### config.mk
export PLATFORM = sky130hd
export DESIGN_NAME = efc_parser
export DESIGN_NICKNAME = d
export VERILOG_FILES = /design/src/design/efc_pkg.sv /design/src/design/efc_parser.sv
export SDC_FILE = /design/constraint.sdc
export NUM_CORES = 1
export LEC_CHECK = 0
export ABC_CLOCK_PERIOD_IN_PS = 4950
export BUFFER_PORTS_ARGS = -buffer_cell sky130_fd_sc_hd__buf_2
export CAP_MARGIN = 20
export CELL_PAD_IN_SITES_DETAIL_PLACEMENT = 2
export CELL_PAD_IN_SITES_GLOBAL_PLACEMENT = 2
export CORE_MARGIN = 5
export CORE_UTILIZATION = 33
export DETAILED_ROUTE_END_ITERATION = 10
export PLACE_DENSITY = 0.77
export SYNTH_ARGS = -nofsm -noshare
export SYNTH_HDL_FRONTEND = slang
export SYNTH_SLANG_ARGS = --single-unit
### constraint.sdc
create_clock -name clk -period 4.95 [get_ports clk]
set_clock_uncertainty 0.05 [all_clocks]
set_input_delay 0.2475 -clock clk [delete_from_list [all_inputs] [get_ports clk]]
set_output_delay 0.2475 -clock clk [all_outputs]
set_load 0.05 [all_outputs]
### src/design/efc_pkg.sv
// ----------------------------------------------------------------------------
// efc_pkg
// shared types and constants for the event frame checker
// ----------------------------------------------------------------------------
package efc_pkg;

    localparam int BUFFER_WORDS_LOG2 = 20;

    localparam logic [31:0] HEADER_MAGIC  = 32'hFFFF_FAFA;
    localparam logic [31:0] TRAILER_MAGIC = 32'hFFFF_F5F5;
    localparam logic [34:0] HEADER_EXTRA  = 35'd7;
    localparam logic [20:0] COUNT_MAX     = 21'h1F_FFFF;

    localparam int QUEUE_DEPTH = 4;
    localparam int QUEUE_IDX_W = $clog2(QUEUE_DEPTH);
    localparam int QUEUE_CNT_W = $clog2(QUEUE_DEPTH + 1);

    typedef enum logic [2:0] {
        STAT_OK          = 3'd0,
        STAT_BAD_MAGIC   = 3'd1,
        STAT_BAD_LENGTH  = 3'd2,
        STAT_BAD_TRAILER = 3'd3,
        STAT_TRUNCATED   = 3'd4
    } status_t;

    typedef enum logic {
        KIND_EVENT   = 1'b0,
        KIND_SUMMARY = 1'b1
    } kind_t;

    typedef struct packed {
        logic [31:0] data_word;
        logic        buffer_end;
        logic [7:0]  buffer_number;
    } item_t;

    typedef struct packed {
        kind_t       record_kind;
        logic [19:0] event_offset;
        logic [22:0] event_bytes;
        logic [7:0]  record_buffer;
        logic [20:0] event_count;
        status_t     status;
        logic        final_result;
    } result_t;

    typedef struct packed {
        logic    first_ok;
        result_t first;
        logic    second_ok;
        result_t second;
    } push_t;

endpackage

### src/design/efc_parser.sv
// ----------------------------------------------------------------------------
// efc_parser
// input register and per-word frame parsing, emits up to two results per word
// ----------------------------------------------------------------------------
module efc_parser
(
    input  logic            clk,
    input  logic            rst_n,
    input  logic            item_valid,
    output logic            item_stall,
    input  efc_pkg::item_t  item,
    input  logic            room,
    output efc_pkg::push_t  push
);

    logic                                   item_valid_reg;
    efc_pkg::item_t                         item_reg;
    logic                                   fire;

    logic [efc_pkg::BUFFER_WORDS_LOG2-1:0]  word_pos_reg;
    logic [efc_pkg::BUFFER_WORDS_LOG2-1:0]  word_pos_next;
    logic [31:0]                            frame_pos_reg;
    logic [31:0]                            frame_pos_next;
    logic [31:0]                            total_reg;
    logic [31:0]                            total_next;
    logic [33:0]                            sum_reg;
    logic [33:0]                            sum_next;
    logic [33:0]                            sum_add;
    logic [efc_pkg::BUFFER_WORDS_LOG2-1:0]  start_reg;
    logic [efc_pkg::BUFFER_WORDS_LOG2-1:0]  start_next;
    logic [20:0]                            count_reg;
    logic [20:0]                            count_next;
    efc_pkg::status_t                       stop_reg;
    efc_pkg::status_t                       stop_next;
    efc_pkg::status_t                       summary_status;
    logic                                   event_hit;
    efc_pkg::result_t                       event_rec;
    efc_pkg::result_t                       summary_rec;

    assign item_stall = item_valid_reg && !room;
    assign fire       = item_valid_reg && room;

    always_ff @(posedge clk or negedge rst_n)
    begin
        if (!rst_n)
        begin
            item_valid_reg <= 1'b0;
        end
        else if (!item_stall)
        begin
            item_valid_reg <= item_valid;
        end
    end

    always_ff @(posedge clk)
    begin
        if (!item_stall && item_valid)
        begin
            item_reg <= item;
        end
    end

    assign sum_add = sum_reg + {2'b00, item_reg.data_word};

    always_comb
    begin
        word_pos_next  = word_pos_reg + 1'b1;
        frame_pos_next = frame_pos_reg;
        total_next     = total_reg;
        sum_next       = sum_reg;
        start_next     = start_reg;
        count_next     = count_reg;
        stop_next      = stop_reg;
        event_hit      = 1'b0;

        if (stop_reg == efc_pkg::STAT_OK)
        begin
            if (frame_pos_reg == 32'd0)
            begin
                if (item_reg.data_word != efc_pkg::HEADER_MAGIC)
                begin
                    stop_next = efc_pkg::STAT_BAD_MAGIC;
                end
                else
                begin
                    start_next     = word_pos_reg;
                    sum_next       = '0;
                    frame_pos_next = 32'd1;
                end
            end
            else if (frame_pos_reg == 32'd1)
            begin
                total_next     = item_reg.data_word;
                frame_pos_next = 32'd2;
            end
            else if (frame_pos_reg <= 32'd5)
            begin
                sum_next = sum_add;
                if (frame_pos_reg == 32'd5
                    && {3'b000, total_reg} != ({1'b0, sum_add} + efc_pkg::HEADER_EXTRA))
                begin
                    stop_next = efc_pkg::STAT_BAD_LENGTH;
                end
                else
                begin
                    frame_pos_next = frame_pos_reg + 32'd1;
                end
            end
            else if (frame_pos_reg == total_reg - 32'd1)
            begin
                if (item_reg.data_word != efc_pkg::TRAILER_MAGIC)
                begin
                    stop_next = efc_pkg::STAT_BAD_TRAILER;
                end
                else
                begin
                    event_hit      = 1'b1;
                    frame_pos_next = 32'd0;
                    if (count_reg < efc_pkg::COUNT_MAX)
                    begin
                        count_next = count_reg + 21'd1;
                    end
                end
            end
            else
            begin
                frame_pos_next = frame_pos_reg + 32'd1;
            end
        end

        if (stop_next == efc_pkg::STAT_OK && frame_pos_next != 32'd0)
        begin
            summary_status = efc_pkg::STAT_TRUNCATED;
        end
        else
        begin
            summary_status = stop_next;
        end

        event_rec.record_kind   = efc_pkg::KIND_EVENT;
        event_rec.event_offset  = 20'(start_reg);
        event_rec.event_bytes   = {total_reg[20:0], 2'b00};
        event_rec.record_buffer = item_reg.buffer_number;
        event_rec.event_count   = count_next;
        event_rec.status        = efc_pkg::STAT_OK;
        event_rec.final_result  = !item_reg.buffer_end;

        summary_rec.record_kind   = efc_pkg::KIND_SUMMARY;
        summary_rec.event_offset  = '0;
        summary_rec.event_bytes   = '0;
        summary_rec.record_buffer = item_reg.buffer_number;
        summary_rec.event_count   = count_next;
        summary_rec.status        = summary_status;
        summary_rec.final_result  = 1'b1;

        push.first_ok  = fire && (event_hit || item_reg.buffer_end);
        push.first     = event_hit ? event_rec : summary_rec;
        push.second_ok = fire && event_hit && item_reg.buffer_end;
        push.second    = summary_rec;

        if (item_reg.buffer_end)
        begin
            word_pos_next  = '0;
            frame_pos_next = '0;
            total_next     = '0;
            sum_next       = '0;
            start_next     = '0;
            count_next     = '0;
            stop_next      = efc_pkg::STAT_OK;
        end
    end

    always_ff @(posedge clk or negedge rst_n)
    begin
        if (!rst_n)
        begin
            word_pos_reg  <= '0;
            frame_pos_reg <= '0;
            total_reg     <= '0;
            sum_reg       <= '0;
            start_reg     <= '0;
            count_reg     <= '0;
            stop_reg      <= efc_pkg::STAT_OK;
        end
        else if (fire)
        begin
            word_pos_reg  <= word_pos_next;
            frame_pos_reg <= frame_pos_next;
            total_reg     <= total_next;
            sum_reg       <= sum_next;
            start_reg     <= start_next;
            count_reg     <= count_next;
            stop_reg      <= stop_next;
        end
    end

    a_stop_code: assert property (@(posedge clk) disable iff (!rst_n)
        stop_reg == efc_pkg::STAT_OK || stop_reg == efc_pkg::STAT_BAD_MAGIC
        || stop_reg == efc_pkg::STAT_BAD_LENGTH || stop_reg == efc_pkg::STAT_BAD_TRAILER)
        else $error("parser stop status holds a code that cannot stop parsing");

    a_buffer_reset: assert property (@(posedge clk) disable iff (!rst_n)
        fire && item_reg.buffer_end |=>
        stop_reg == efc_pkg::STAT_OK && frame_pos_reg == 32'd0 && word_pos_reg == '0
        && count_reg == 21'd0)
        else $error("parser state not cleared after the end of a buffer");

    a_pair_order: assert property (@(posedge clk) disable iff (!rst_n)
        push.second_ok |-> push.first_ok && push.first.record_kind == efc_pkg::KIND_EVENT
        && push.second.record_kind == efc_pkg::KIND_SUMMARY)
        else $error("two results from one word out of order");

endmodule

Word-level counts from Yosys, hierarchy flattened --
Index checks and enable logic that the tools add are counted.
Operators by class: equal/unequal tests 10, reductions and logical operators 23, add/sub/neg operators 6, muxes and demuxes 49, order comparisons 2
Operators by type and width (count):
- two-way mux 32 bit | 13
- two-way mux 34 bit | 6
- two-way mux 21 bit | 8
- two-way mux 20 bit | 5
- two-way mux 77 bit | 1
- inequality test 32 bit, second input constant | 2
- adder 34 x 3 -> 35 bit, second input constant | 1
- inequality test 32 x 35 -> 1 bit | 1
- adder 34 x 32 -> 34 bit | 1
- adder 32 x 1 -> 32 bit, second input constant | 1
- == test 32 x 1 -> 1 bit, second input constant | 1
- == test 32 x 3 -> 1 bit, second input constant | 1
- == test 32 bit | 1
- less-or-equal comparator 32 x 3 -> 1 bit, second input constant | 1
- zero test 32 bit | 1
- nonzero test 32 bit | 1
- subtractor 32 x 1 -> 32 bit, second input constant | 1
- two-way mux 3 bit | 10
- adder 21 x 1 -> 21 bit, second input constant | 1
- less-than comparator 21 bit, second input constant | 1
- adder 20 x 1 -> 20 bit, second input constant | 1
- logical AND 1 bit | 8
- AND reduction 4 bit | 2
- zero test 3 bit | 2
- other kinds (8) | 19
Word-level totals: output and inout port bits 157, bits of input ports 45, logic and storage cells 101, register bits 204

Depth between registers and ports, before layout --
depth in word-level cells 13, depth in mapped cells 19, depth with buffers taken out 18

Worst setup path before layout --
OpenSTA, ideal clock, no wires.
kind reg-to-output, from reg item_reg[9] (netlist name), to out push[3] (netlist name), slack -591 ps, path buffers 0, required time 4653 ps, arrival time 5244 ps, cell stages (with the launch flop) 19, cell sequence edfxtp_1 > ha_1 > inv_1 > fa_1 > nand2b_1 > a21oi_1 > xor2_2 > nand3_2 > nor3b_1 > nand4_2 > or3_4 > or4_1 > a22oi_1 > nor4b_2 > nor4b_4 > a211oi_1 > a211o_1 > a31o_2 > a31oi_1
RTL lines:
- from (decl) | line efc_parser.sv:17 | efc_pkg::item_t item_reg;
- from (signal assigned) | line efc_parser.sv:59 | item_reg <= item;
- to (decl) | line efc_parser.sv:13 | output efc_pkg::push_t push

==> metrics.txt <==
worst-path fanout max 6; clock latency on the worst-skew pair 0.62 ns; Clk pin slew, worst setup/hold paths 0.08 ns; Core ar. 47,500 um2; die span in y 229 um; Period Utilization, post-route 149%; Critical Path Sink push[3]; Via density 6.94; wire length per cell 40.6 um; vias in the first global route 21,100; Req. time, crit path 4.65 ns; via count 20,900; Avg Cell Area, Syn 8.59 um2; Layout Nets 2,455; max-slew violations 0; maximum VDD drop 0.454 mV; Place WS -1.09 ns; crit path time final 7.36 ns; sequential share of the synthesized area 33.6%; CP startpoint kind flip-flop; crit end category output port; Die Span X 229 um; deepest level of the CTS H-tree 1; Die Area 52,400 um2; run status complete, but fails checks; Root Buffer clkbuf_16; synthesized instance count 1,843; Post-synth ARST share 79.9%; Final WS setup -2.41 ns; Area growth syn-to-layout 52.3%; r2r startpoint item_reg[10]$_DFFE_PP_; clock buffer depth 3; fraction of layout cells with a size suffix above 1 39.6%; Slew HR 4.97%; Max Freq 136 MHz; number of enable flip-flop cells after synthesis 41; fillers 4,889; Initial DRC Count 2,344; flop-to-flop setup slack -2.36 ns; Finished Layout Cells 3,013; max reg flops 34; Slew @ Worst Pin 1.42 ns; initial antenna violation count 16; RSZ-0062 raised after global routing true; total track usage 35.2%; post-synthesis register bit count 204; largest net degree at the start of global routing 96; Final GP Congestion 0.938; CTS tree yes; Cell variety after synth 102; CP arrival 7.06 ns; MaxCap Viol Count 0; final hold vios 0; # setup viols final 133; global-route wire length before repair 143,000 um; I/O Pins 202; Initial Util 33.3%; row count 80; setup TNS -100.79 ns; Hold WC Path Type in2reg; Routed Antenna Nets 0; Num CTS Buffers 28; HPWL after DPL 55,500 um; failing checks negative setup slack; leakage 10.7 nW; CP Class reg2out; GRT Residual Overflow 0; TritonRoute pass-1 iters 6; Cells after DPL 2,794; drt total wl 122,000 um; # DRC 0; Yosys Warn Count 0; PortBufs 154; main flop type after synthesis dfrtp_1; post-synthesis cell area 15,800 um2; Power Density 585 nW/um2; crit path from item_reg[10]$_DFFE_PP_; total clock sinks 204; cell depth of the worst flop-to-flop path 33; capturing point of the worst reg2reg path frame_pos_reg[1]$_DFFE_PN0P_
## logic make-up after synthesis
logic type	share of synthesized area (%)
simple gates	24.2
compound gates	21.2
buf+inv	8.86
flops	33.6
xor+xnor	7.97
fa+ha+maj	3.29
mux	0.909
other cells	0.0475
## area by class of cell
type	count	area, um2	area share, %
inverters	34	155	0.644
multi-input cells	1426	10900	45.1
repair buffers	675	6000	24.9
flip-flops and latches	204	5310	22.1
diodes	7	17.5	0.0727
well taps	615	769	3.19
clock buffers	38	841	3.49
clock inverters	14	131	0.545
## cell usage after synthesis, drive strengths merged (41+ instances only)
master / instances / area [um2]
nor3: 49 / 272
edfxtp: 41 / 1230
nand3: 61 / 320
xnor2: 75 / 664
nand2: 188 / 713
nand4: 52 / 347
a22o: 70 / 613
nor2: 131 / 494
a21oi: 84 / 432
xor2: 44 / 393
clkbuf: 97 / 364
and2: 54 / 338
buf: 127 / 910
o21ai: 114 / 571
dfrtp: 163 / 4080
## repair_timing
action,4_1_cts,5_1_grt
buffers inserted,83,56
gates cloned,1,6
resized for setup,335,296
pin swaps,47,73
hold endpoints to repair,110,0
setup endpoints to repair,92,115
hold buffers,43,0
## worst min path at each step
stage	start	endpoint	slack, ns	cells past startpoint
3_3_place_gp	rst_n	frame_pos_reg[20]$_DFFE_PN0P_	0.29	1
6_report	room	item_valid_reg$_DFFE_PN0N_	0.02	3
3_5_place_dp	rst_n	frame_pos_reg[28]$_DFFE_PN0P_	0.31	1
2_1_floorplan	rst_n	count_reg[0]$_DFFE_PN0P_	-0.1	0
5_1_grt	room	item_valid_reg$_DFFE_PN0N_	0.02	3
4_1_cts	room	item_valid_reg$_DFFE_PN0N_	0.0009	3
## through the flow
stage	utilization, %	cell area (um2)	hold WS, ns	total power [W]
4_1_cts	47.5	22600	0.000921	0.0120
5_1_grt	50.6	24100	0.0227	0.0142
3_5_place_dp	40.3	19200	0.307	0.00899
6_report	50.7	24100	0.0205	0.0141
3_3_place_gp	40.3	19200	0.291	0.00853
2_1_floorplan	-	16100	-0.0981	0.00584
## worst max-delay path: stages, from the launching register on
cell,delay [ns]
edfxtp_1,0.45
buf_4,0.19
ha_4,0.25
a211oi_4,0.28
buf_6,0.15
o21ai_0,0.11
buf_4,0.19
a22o_4,0.28
nor3_1,0.95
nor3b_4,0.10
nand4_4,0.13
buf_4,0.19
nor3_2,0.09
xnor2_1,0.25
a211o_1,0.18
o2bb2ai_1,0.16
buf_4,0.17
nor4b_4,0.05
buf_4,0.17
buf_12,0.14
a2111oi_4,0.98
buf_4,0.29
nor3b_4,0.06
buf_4,0.21
a31oi_4,0.24
buf_12,0.18
## where the power goes
| part | internal [W] | switching, W |
|---|---|---|
| registers | 0.00190 | 0.000257 |
| clock network | 0.00130 | 0.00106 |
| logic | 0.00361 | 0.00598 |
## cell usage in the layout (no fill, tap or decap), drive strengths merged, types with 20 or more instances in the layout
master	instances
a21oi	84
a22o	70
and2	54
and3	32
buf	627
clkbuf	43
conb	47
dfrtp	163
dlygate4sd3	43
edfxtp	41
ha	40
inv	33
nand2	188
nand3	61
nand4	52
nor2	131
nor3	49
nor4	30
o211ai	20
o21ai	114
o31ai	36
or3	23
xnor2	75
xor2	44
## metal layers
layer	vias up	GRT usage, %	wire [um]
li1	7708	-	-
met1	10300	38.7	39700
met2	1864	62.5	55900
met3	1010	6.25	11500
met4	10	22.6	15300
met5	-	0	67
(Power assumes the default switching activity.)
